<file path="src/bba_pkg.sv">
// Shared codes and controller/datapath handshake types for the block allocator.
package bba_pkg;

   localparam int OP_W     = 1;
   localparam int COUNT_W  = 7;
   localparam int INDEX_W  = 10;
   localparam int STATUS_W = 2;
   localparam int CFG_W    = 11;

   localparam logic [OP_W-1:0] OP_ALLOC = 1'b0;
   localparam logic [OP_W-1:0] OP_FREE  = 1'b1;

   localparam logic [STATUS_W-1:0] ST_ALLOC   = 2'd0;
   localparam logic [STATUS_W-1:0] ST_FREED   = 2'd1;
   localparam logic [STATUS_W-1:0] ST_NOSPACE = 2'd2;
   localparam logic [STATUS_W-1:0] ST_BAD     = 2'd3;

   localparam int CFG_RESET = 1024;

   typedef struct packed {
      logic load_req;
      logic load_cfg;
      logic clr_step;
      logic rd_idx;
      logic emit_bad;
      logic emit_nospace;
      logic free_commit;
      logic alloc_take;
      logic ptr_step;
      logic adv_start;
      logic ptr_commit;
   } ctl_cmd_type;

   typedef struct packed {
      logic req_free;
      logic clr_last;
      logic count_bad;
      logic no_space;
      logic idx_bad;
      logic map_bit;
      logic take_last;
      logic adv_done;
   } dp_status_type;

endpackage

</file>
<file path="src/bba_ram.sv">
// Generic single-write, single-read RAM with registered read data.
module bba_ram #(
   parameter int WIDTH = 1,
   parameter int DEPTH = 1024
) (
   input  logic                     clock,
   input  logic                     we,
   input  logic [$clog2(DEPTH)-1:0] waddr,
   input  logic [WIDTH-1:0]         wdata,
   input  logic [$clog2(DEPTH)-1:0] raddr,
   output logic [WIDTH-1:0]         rdata
);
   logic [WIDTH-1:0] mem [DEPTH];
   logic [WIDTH-1:0] rdata_ff;

   always_ff @(posedge clock) begin
      if (we) begin
         mem[waddr] <= wdata;
      end
      rdata_ff <= mem[raddr];
   end

   assign rdata = rdata_ff;
endmodule

</file>
<file path="src/bba_datapath.sv">
// Allocator datapath: bitmap RAM, next-fit pointer, free count and result registers.
module bba_datapath #(
   parameter int NUM_BLOCKS  = 1024,
   parameter int MAX_REQUEST = 64
) (
   input  logic                                   clock,
   input  logic                                   reset,
   input  bba_pkg::ctl_cmd_type                   cmd,
   output bba_pkg::dp_status_type                 st,
   input  logic [bba_pkg::OP_W-1:0]               req_op,
   input  logic [bba_pkg::COUNT_W-1:0]            req_count,
   input  logic [bba_pkg::INDEX_W-1:0]            req_block_index,
   input  logic [bba_pkg::CFG_W-1:0]              csr_wdata,
   output logic                                   rsp_valid,
   output logic [bba_pkg::INDEX_W-1:0]            rsp_block_number,
   output logic [bba_pkg::STATUS_W-1:0]           rsp_status,
   output logic                                   rsp_last
);
   import bba_pkg::*;

   localparam int AW = $clog2(NUM_BLOCKS);
   localparam int CW = $clog2(NUM_BLOCKS + 1);
   localparam int N_RESET = (CFG_RESET > NUM_BLOCKS) ? NUM_BLOCKS : CFG_RESET;

   logic [CW-1:0]       n_ff, n_in;
   logic [CW-1:0]       free_ff, free_in;
   logic [AW-1:0]       ptr_ff, ptr_in;
   logic [AW-1:0]       scan_ff, scan_in;
   logic [AW-1:0]       clr_ff, clr_in;
   logic [CW-1:0]       steps_ff, steps_in;
   logic [COUNT_W-1:0]  k_ff, k_in;
   logic [OP_W-1:0]     op_ff;
   logic [COUNT_W-1:0]  count_ff;
   logic [INDEX_W-1:0]  idx_ff;
   logic                rsp_valid_ff, rsp_valid_in;
   logic [INDEX_W-1:0]  rsp_blk_ff, rsp_blk_in;
   logic [STATUS_W-1:0] rsp_st_ff, rsp_st_in;
   logic                rsp_last_ff, rsp_last_in;

   logic [31:0]   cfg_wide;
   logic [CW-1:0] cfg_n;
   logic [CW-1:0] scan_plus;
   logic [AW-1:0] scan_next;
   logic          ram_we;
   logic [AW-1:0] ram_waddr;
   logic [AW-1:0] ram_raddr;
   logic [0:0]    ram_rdata;

   // Clamp the written block count to 1..NUM_BLOCKS.
   always_comb begin
      cfg_wide = 32'(csr_wdata);
      if (cfg_wide == 32'd0) begin
         cfg_n = CW'(1);
      end else if (cfg_wide > 32'(NUM_BLOCKS)) begin
         cfg_n = CW'(NUM_BLOCKS);
      end else begin
         cfg_n = CW'(cfg_wide);
      end
   end

   assign scan_plus = CW'(scan_ff) + CW'(1);
   assign scan_next = (scan_plus >= n_ff) ? '0 : AW'(scan_plus);

   always_comb begin
      ram_we    = cmd.clr_step | cmd.free_commit | cmd.alloc_take;
      ram_waddr = scan_ff;
      if (cmd.clr_step) begin
         ram_waddr = clr_ff;
      end else if (cmd.free_commit) begin
         ram_waddr = AW'(idx_ff);
      end
      ram_raddr = cmd.rd_idx ? AW'(idx_ff) : scan_ff;
   end

   bba_ram #(.WIDTH(1), .DEPTH(NUM_BLOCKS)) u_map (
      .clock (clock),
      .we    (ram_we),
      .waddr (ram_waddr),
      .wdata (cmd.alloc_take),
      .raddr (ram_raddr),
      .rdata (ram_rdata)
   );

   always_comb begin
      st.req_free  = (req_op == OP_FREE);
      st.clr_last  = (clr_ff == AW'(NUM_BLOCKS - 1));
      st.count_bad = (count_ff == '0) || (32'(count_ff) > 32'(MAX_REQUEST));
      st.no_space  = (32'(count_ff) > 32'(free_ff));
      st.idx_bad   = (32'(idx_ff) >= 32'(n_ff));
      st.map_bit   = ram_rdata[0];
      st.take_last = ((k_ff + COUNT_W'(1)) == count_ff);
      st.adv_done  = (steps_ff == n_ff);
   end

   always_comb begin
      n_in         = n_ff;
      free_in      = free_ff;
      ptr_in       = ptr_ff;
      scan_in      = scan_ff;
      clr_in       = clr_ff;
      steps_in     = steps_ff;
      k_in         = k_ff;
      rsp_valid_in = 1'b0;
      rsp_blk_in   = rsp_blk_ff;
      rsp_st_in    = rsp_st_ff;
      rsp_last_in  = rsp_last_ff;

      if (cmd.load_cfg) begin
         n_in    = cfg_n;
         free_in = cfg_n;
         ptr_in  = '0;
         clr_in  = '0;
      end
      if (cmd.clr_step) begin
         clr_in = clr_ff + AW'(1);
      end
      if (cmd.load_req) begin
         scan_in = ptr_ff;
         k_in    = '0;
      end
      if (cmd.emit_bad) begin
         rsp_valid_in = 1'b1;
         rsp_blk_in   = (op_ff == OP_FREE) ? idx_ff : '0;
         rsp_st_in    = ST_BAD;
         rsp_last_in  = 1'b1;
      end
      if (cmd.emit_nospace) begin
         rsp_valid_in = 1'b1;
         rsp_blk_in   = '0;
         rsp_st_in    = ST_NOSPACE;
         rsp_last_in  = 1'b1;
      end
      if (cmd.free_commit) begin
         free_in      = free_ff + CW'(1);
         rsp_valid_in = 1'b1;
         rsp_blk_in   = idx_ff;
         rsp_st_in    = ST_FREED;
         rsp_last_in  = 1'b1;
      end
      if (cmd.alloc_take) begin
         free_in      = free_ff - CW'(1);
         k_in         = k_ff + COUNT_W'(1);
         scan_in      = scan_next;
         rsp_valid_in = 1'b1;
         rsp_blk_in   = INDEX_W'(scan_ff);
         rsp_st_in    = ST_ALLOC;
         rsp_last_in  = st.take_last;
      end
      if (cmd.ptr_step) begin
         scan_in  = scan_next;
         steps_in = steps_ff + CW'(1);
      end
      if (cmd.adv_start) begin
         steps_in = '0;
      end
      if (cmd.ptr_commit) begin
         ptr_in = scan_ff;
      end
   end

   always_ff @(posedge clock) begin
      if (reset) begin
         n_ff         <= CW'(N_RESET);
         free_ff      <= CW'(N_RESET);
         ptr_ff       <= '0;
         scan_ff      <= '0;
         clr_ff       <= '0;
         steps_ff     <= '0;
         k_ff         <= '0;
         rsp_valid_ff <= 1'b0;
      end else begin
         n_ff         <= n_in;
         free_ff      <= free_in;
         ptr_ff       <= ptr_in;
         scan_ff      <= scan_in;
         clr_ff       <= clr_in;
         steps_ff     <= steps_in;
         k_ff         <= k_in;
         rsp_valid_ff <= rsp_valid_in;
      end
   end

   always_ff @(posedge clock) begin
      if (cmd.load_req) begin
         op_ff    <= req_op;
         count_ff <= req_count;
         idx_ff   <= req_block_index;
      end
      rsp_blk_ff  <= rsp_blk_in;
      rsp_st_ff   <= rsp_st_in;
      rsp_last_ff <= rsp_last_in;
   end

   assign rsp_valid        = rsp_valid_ff;
   assign rsp_block_number = rsp_blk_ff;
   assign rsp_status       = rsp_st_ff;
   assign rsp_last         = rsp_last_ff;
endmodule

</file>
<file path="src/bba_controller.sv">
// Allocator control state machine: clearing pass, free, allocate scan and pointer advance.
module bba_controller (
   input  logic                   clock,
   input  logic                   reset,
   input  logic                   start,
   input  logic                   csr_valid,
   input  bba_pkg::dp_status_type st,
   output bba_pkg::ctl_cmd_type   cmd,
   output logic                   busy,
   output logic                   csr_ready
);
   import bba_pkg::*;

   localparam logic [3:0] S_CLEAR     = 4'd0;
   localparam logic [3:0] S_IDLE      = 4'd1;
   localparam logic [3:0] S_FREE_RD   = 4'd2;
   localparam logic [3:0] S_FREE_CHK  = 4'd3;
   localparam logic [3:0] S_ALLOC_CHK = 4'd4;
   localparam logic [3:0] S_SCAN_RD   = 4'd5;
   localparam logic [3:0] S_SCAN_CHK  = 4'd6;
   localparam logic [3:0] S_ADV_RD    = 4'd7;
   localparam logic [3:0] S_ADV_CHK   = 4'd8;

   logic [3:0] state_ff, state_in;

   always_comb begin
      state_in = state_ff;
      cmd      = '0;
      unique case (state_ff)
         S_CLEAR: begin
            cmd.clr_step = 1'b1;
            if (st.clr_last) begin
               state_in = S_IDLE;
            end
         end
         S_IDLE: begin
            if (csr_valid) begin
               cmd.load_cfg = 1'b1;
               state_in     = S_CLEAR;
            end else if (start) begin
               cmd.load_req = 1'b1;
               state_in     = st.req_free ? S_FREE_RD : S_ALLOC_CHK;
            end
         end
         S_FREE_RD: begin
            cmd.rd_idx = 1'b1;
            state_in   = S_FREE_CHK;
         end
         S_FREE_CHK: begin
            if (st.idx_bad || !st.map_bit) begin
               cmd.emit_bad = 1'b1;
            end else begin
               cmd.free_commit = 1'b1;
            end
            state_in = S_IDLE;
         end
         S_ALLOC_CHK: begin
            priority if (st.count_bad) begin
               cmd.emit_bad = 1'b1;
               state_in     = S_IDLE;
            end else if (st.no_space) begin
               cmd.emit_nospace = 1'b1;
               state_in         = S_IDLE;
            end else begin
               state_in = S_SCAN_RD;
            end
         end
         S_SCAN_RD: begin
            state_in = S_SCAN_CHK;
         end
         S_SCAN_CHK: begin
            if (!st.map_bit) begin
               cmd.alloc_take = 1'b1;
               if (st.take_last) begin
                  cmd.adv_start = 1'b1;
                  state_in      = S_ADV_RD;
               end else begin
                  state_in = S_SCAN_RD;
               end
            end else begin
               cmd.ptr_step = 1'b1;
               state_in     = S_SCAN_RD;
            end
         end
         S_ADV_RD: begin
            if (st.adv_done) begin
               cmd.ptr_commit = 1'b1;
               state_in       = S_IDLE;
            end else begin
               state_in = S_ADV_CHK;
            end
         end
         S_ADV_CHK: begin
            if (st.map_bit) begin
               cmd.ptr_step = 1'b1;
               state_in     = S_ADV_RD;
            end else begin
               cmd.ptr_commit = 1'b1;
               state_in       = S_IDLE;
            end
         end
         default: begin
            state_in = S_IDLE;
         end
      endcase
   end

   always_ff @(posedge clock) begin
      if (reset) begin
         state_ff <= S_CLEAR;
      end else begin
         state_ff <= state_in;
      end
   end

   assign busy      = (state_ff != S_IDLE) | csr_valid;
   assign csr_ready = (state_ff == S_IDLE);
endmodule

</file>
<file path="src/bitmap_block_allocator_next_fit.sv">
// A free gives its single result after a RAM read and a check; a refused allocate gives
// its result from the count and space check. An allocate visits bitmap positions from the
// pointer with one RAM read and one decision each, then skips used positions the same
// way while advancing the pointer. The controller takes one transaction at a time.
// Reset (and every csr write) clears all NUM_BLOCKS bitmap positions with busy high.
// Results are strobed on rsp_valid for one cycle; the receiver cannot stall.
module bitmap_block_allocator_next_fit #(
   parameter int NUM_BLOCKS  = 1024,
   parameter int MAX_REQUEST = 64
) (
   input  logic                                clock,
   input  logic                                reset,
   // request transaction
   input  logic                                start,
   output logic                                busy,
   input  logic [bba_pkg::OP_W-1:0]            req_op,
   input  logic [bba_pkg::COUNT_W-1:0]         req_count,
   input  logic [bba_pkg::INDEX_W-1:0]         req_block_index,
   // result strobe
   output logic                                rsp_valid,
   output logic [bba_pkg::INDEX_W-1:0]         rsp_block_number,
   output logic [bba_pkg::STATUS_W-1:0]        rsp_status,
   output logic                                rsp_last,
   // block count register
   input  logic                                csr_valid,
   output logic                                csr_ready,
   input  logic [bba_pkg::CFG_W-1:0]           csr_wdata
);
   import bba_pkg::*;

   ctl_cmd_type   cmd;
   dp_status_type st;

   // Sequence clearing and each transaction: dispatch, free check or scan, pointer park.
   bba_controller u_ctl (
      .clock     (clock),
      .reset     (reset),
      .start     (start),
      .csr_valid (csr_valid),
      .st        (st),
      .cmd       (cmd),
      .busy      (busy),
      .csr_ready (csr_ready)
   );

   // Hold the bitmap, pointer, free count and the result register.
   bba_datapath #(
      .NUM_BLOCKS  (NUM_BLOCKS),
      .MAX_REQUEST (MAX_REQUEST)
   ) u_dp (
      .clock            (clock),
      .reset            (reset),
      .cmd              (cmd),
      .st               (st),
      .req_op           (req_op),
      .req_count        (req_count),
      .req_block_index  (req_block_index),
      .csr_wdata        (csr_wdata),
      .rsp_valid        (rsp_valid),
      .rsp_block_number (rsp_block_number),
      .rsp_status       (rsp_status),
      .rsp_last         (rsp_last)
   );
endmodule

</file>
<file path="config.mk">
export PLATFORM = sky130hd
export DESIGN_NAME = bitmap_block_allocator_next_fit
export DESIGN_NICKNAME = d
export VERILOG_FILES = /design/src/bba_pkg.sv /design/src/bba_ram.sv /design/src/bba_datapath.sv /design/src/bba_controller.sv /design/src/bitmap_block_allocator_next_fit.sv
export SDC_FILE = /design/constraint.sdc
export NUM_CORES = 2
export LEC_CHECK = 0
export BUFFER_PORTS_ARGS = -buffer_cell sky130_fd_sc_hd__buf_2
export CORE_AREA = 2 2 344 346
export CTS_BUF_LIST = sky130_fd_sc_hd__clkbuf_8 sky130_fd_sc_hd__clkbuf_16
export DETAILED_ROUTE_END_ITERATION = 8
export DIE_AREA = 0 0 346 348
export PLACE_DENSITY = 0.59
export SLEW_MARGIN = 25
export SYNTH_ARGS = -nofsm -noshare
export SYNTH_HDL_FRONTEND = slang
export SYNTH_SLANG_ARGS = --single-unit
</file>
<file path="constraint.sdc">
create_clock -name clock -period 41.1 [get_ports clock]
set_input_delay 6.165 -clock clock [delete_from_list [all_inputs] [get_ports clock]]
set_output_delay 6.165 -clock clock [all_outputs]
set_load 0.02 [all_outputs]
</file>
==> flow_summary.ini <==
[outcome]
status = complete, no violations

[sta]
finalCritPeriodShare_pct = 31.7
fmaxAchievable_mhz = 76.7
finalWorstSetupSlack_ps = 28070
hold_viol = 0
setup_tns_ps = 0
finalSetupViolCount = 0
slew_viol_final = 0
min_period_ps = 13030
rsz0062_at_grt = no
worst_pin_slew_ps = 1210
relSlewSlack_pct = 18.6
fin_skew_ps = 32.4

[final_layout]
drive_gt1_share_pct = 11.0
fin_util_pct = 50.4
multiInputGateArea_sq_mm = 0.0188
nFillCells = 10400
fin_nets = 4401
synthToLayoutAreaGrowth_pct = 8.20
seq_area_sq_mm = 0.0332

[worst_setup_path]
required_ps = 34940
criticalPathCategory = input pin to primary output
start_kind = input pin
path_max_fanout = 5
crit_arrival_ps = 6870
reg2reg_to = u_dp.u_map.rdata
ff2ff_setup_slack_ps = 34490
r2r_start = u_ctl.state_ff[0]
rr_worst_depth = 13
critPathCaptureType = primary output

[synth]
yosysSeqAreaShare_pct = 60.9
synth_most_common_cell = edfxtp_1
syn_area_sq_mm = 0.0544
ys_top_cells_by_area = edfxtp_1, nor4_1, mux4_2
syn_inst = 4688
synthArstFlopShare_pct = 0
synth_mux_area_share_pct = 5.62
synth_fp_nets = 4755
synth_cell_type_count = 69
synth-seq-cells = 1131
synth_top_cell_area_share_pct = 58.1
synth-xor-area-share_pct = 0.660
syn_area_per_cell_sq_um = 11.6
synth_edf_count = 1053
synthTopCellsByCount = edfxtp_1, nor4_1, nand2_1, clkbuf_1, nand3_1
synthAdderAreaFrac_pct = 0.781
synth_top_family_by_area = simple AND/OR/NAND/NOR gates
synth_ff_type = edfxtp_1
synth_compound_area_share_pct = 4.86
ys_warn_count = 0
synth-simple-area-share_pct = 22.0
synth_area_leader_cell = edfxtp_1

[worst_hold_path]
whs_endpoint = u_dp.ptr_ff[7]
hp-start = u_dp.ptr_ff[7]
hp-class = register to register
holdPathStages = 2

[routing]
drt_first_pass_iters = 5
avgRoutedWirePerCell_microns = 26.4
ant_nets = 0
routed_wl_microns = 157000
drt_iter0_markers = 4565
via_per_inst = 6.70
drc_errors = 0
dr_total_vias = 40000

[clocking]
htree_levels = 3
root_buffer = clkbuf_16
clkTransAtPathRegs_ps = 60
holdBufCountCts = 0
cts_buffer_depth = 3
post_cts_resized = 0
cts_tree = yes
cts_setup_buffers = 0
cts_num_sinks = 1131
clk-insertion-delay-late_ps = 740
cts_buffers = 121

[run]
cap_violations = 0

[global_route]
grt_pass1_vias = 38300
overflow = 0
grt.total_usage_pct = 25.7
antenna_found_initial = 2
grt_pass1_wl_microns = 242000
grt_max_degree = 286

[power]
seq_power_share_pct = 53.7
leakagePower_uw = 0.0175
p_switching_uw = 513
peakVddDrop_uv = 37.1
p_clk_share_pct = 43.8
p_per_area_mw_per_mm2 = 39.2
cell_internal_pwr_uw = 1800
p_comb_share_pct = 2.5
sw_frac_of_total_pct = 22.2

[die]
core-area_sq_mm = 0.117
dieWidth_microns = 346
start_util_pct = 46.5
die-area_sq_mm = 0.120
die_h_microns = 348
rows = 126
ios = 49

[placed_design]
place_ws_ps = 28080
gp_congestion = 0.873
portBuffers = 48
dp_hpwl_microns = 78200
-- metrics by stage --
stage / hold WS [ps] / std cells / area (sq um) / total power, uW
finish: 465 / 5970 / 58900 / 2310
global route: 489 / 5970 / 58900 / 2370
CTS: 464 / 5964 / 58800 / 2320
detailed placement: 456 / 5742 / 55100 / 1320
global placement: 444 / 5741 / 55100 / 1320
floorplan: 445 / 4688 / 54400 / 1300
-- flip-flops by register name (all words and copies together) (netlist names) --
| name | cells |
|---|---|
| u_ctl.state_ff | 4 |
| u_dp.clr_ff | 10 |
| u_dp.count_ff | 7 |
| u_dp.free_ff | 11 |
| u_dp.idx_ff | 10 |
| u_dp.k_ff | 7 |
| u_dp.n_ff | 11 |
| u_dp.op_ff | 1 |
| u_dp.ptr_ff | 10 |
| u_dp.rsp_block_number | 10 |
| u_dp.rsp_last | 1 |
| u_dp.rsp_status | 2 |
| u_dp.rsp_valid | 1 |
| u_dp.scan_ff | 10 |
| u_dp.steps_ff | 11 |
| u_dp.u_map.mem | 1024 |
| u_dp.u_map.rdata | 1 |
-- area by class of cell --
class	count	area share, %
clock buffers	121	5.14
clock inverters	101	0.998
flip-flops and latches	1131	56.3
repair buffers	153	2.13
inverters	36	0.242
multi-input cells	2891	31.9
diodes	1	0.00425
well taps	1536	3.26
-- worst max-delay path, stage by stage --
cell    delay (ps)
buf_2          130
nor4_1         310
inv_1           90
buf_2          170
-- power groups by stage --
stage	sequential, uW	combinational (uW)	clock, uW
floorplan	1260	31.9	0
global placement	1260	55.2	0
detailed placement	1260	55.2	0
CTS	1240	55.3	1030
global route	1240	60.1	1070
finish	1240	57.6	1010
-- layout by cell type, fill, tap and decap left out, types with 13 or more instances in the layout --
| master | count |
|---|---|
| o21a_1 | 13 |
| dfxtp_1 | 78 |
| a22o_1 | 18 |
| nand4_1 | 50 |
| and3_1 | 32 |
| inv_1 | 72 |
| buf_2 | 48 |
| o21ai_0 | 72 |
| nor4_1 | 1038 |
| edfxtp_1 | 1053 |
| xnor2_1 | 19 |
| nor3_1 | 28 |
| mux4_2 | 109 |
| nor2_1 | 94 |
| a311oi_1 | 27 |
| mux2i_1 | 46 |
| nand3_1 | 297 |
| clkinv_1 | 36 |
| a22oi_1 | 35 |
| nand2_1 | 589 |
| ha_1 | 34 |
| a31oi_1 | 46 |
| buf_4 | 83 |
| clkinv_2 | 15 |
| a21oi_1 | 105 |
| xor2_1 | 22 |
| clkbuf_16 | 121 |
| nand2b_1 | 18 |
-- worst max-delay path by stage --
stage / startpoint / end / slack (ps) / depth (start not counted)
final: csr_valid / busy / 28070 / 4
after global routing: csr_valid / busy / 28050 / 4
after CTS: csr_valid / busy / 28080 / 4
after detailed placement: csr_valid / busy / 28080 / 4
after global placement: csr_valid / busy / 27940 / 4
after floorplan: u_ctl.state_ff[2] / u_dp.u_map.mem[0] / 20390 / 8
-- layer usage --
metal | global-route usage (%) | part of all wire (%) | wire, microns | vias up
met3 | 3.14 | 7.2 | 11300 | 238
met4 | 8.46 | 2.9 | 4550 | 0
met2 | 41.7 | 48 | 75300 | 1496
met1 | 36.0 | 42 | 66300 | 20500
met5 | 0 | 0 | 0 | -
li1 | - | - | - | 17800
-- kinds of logic after synthesis --
group	Yosys count
AO/OA/AOI/OAI	404
XOR/XNOR	41
buffers and inverters	666
flip-flops	1131
AND/OR/NAND/NOR	2245
adder cells (fa/ha/maj)	34
multiplexers	167
Note: power is estimated with default switching activity, not from simulation.
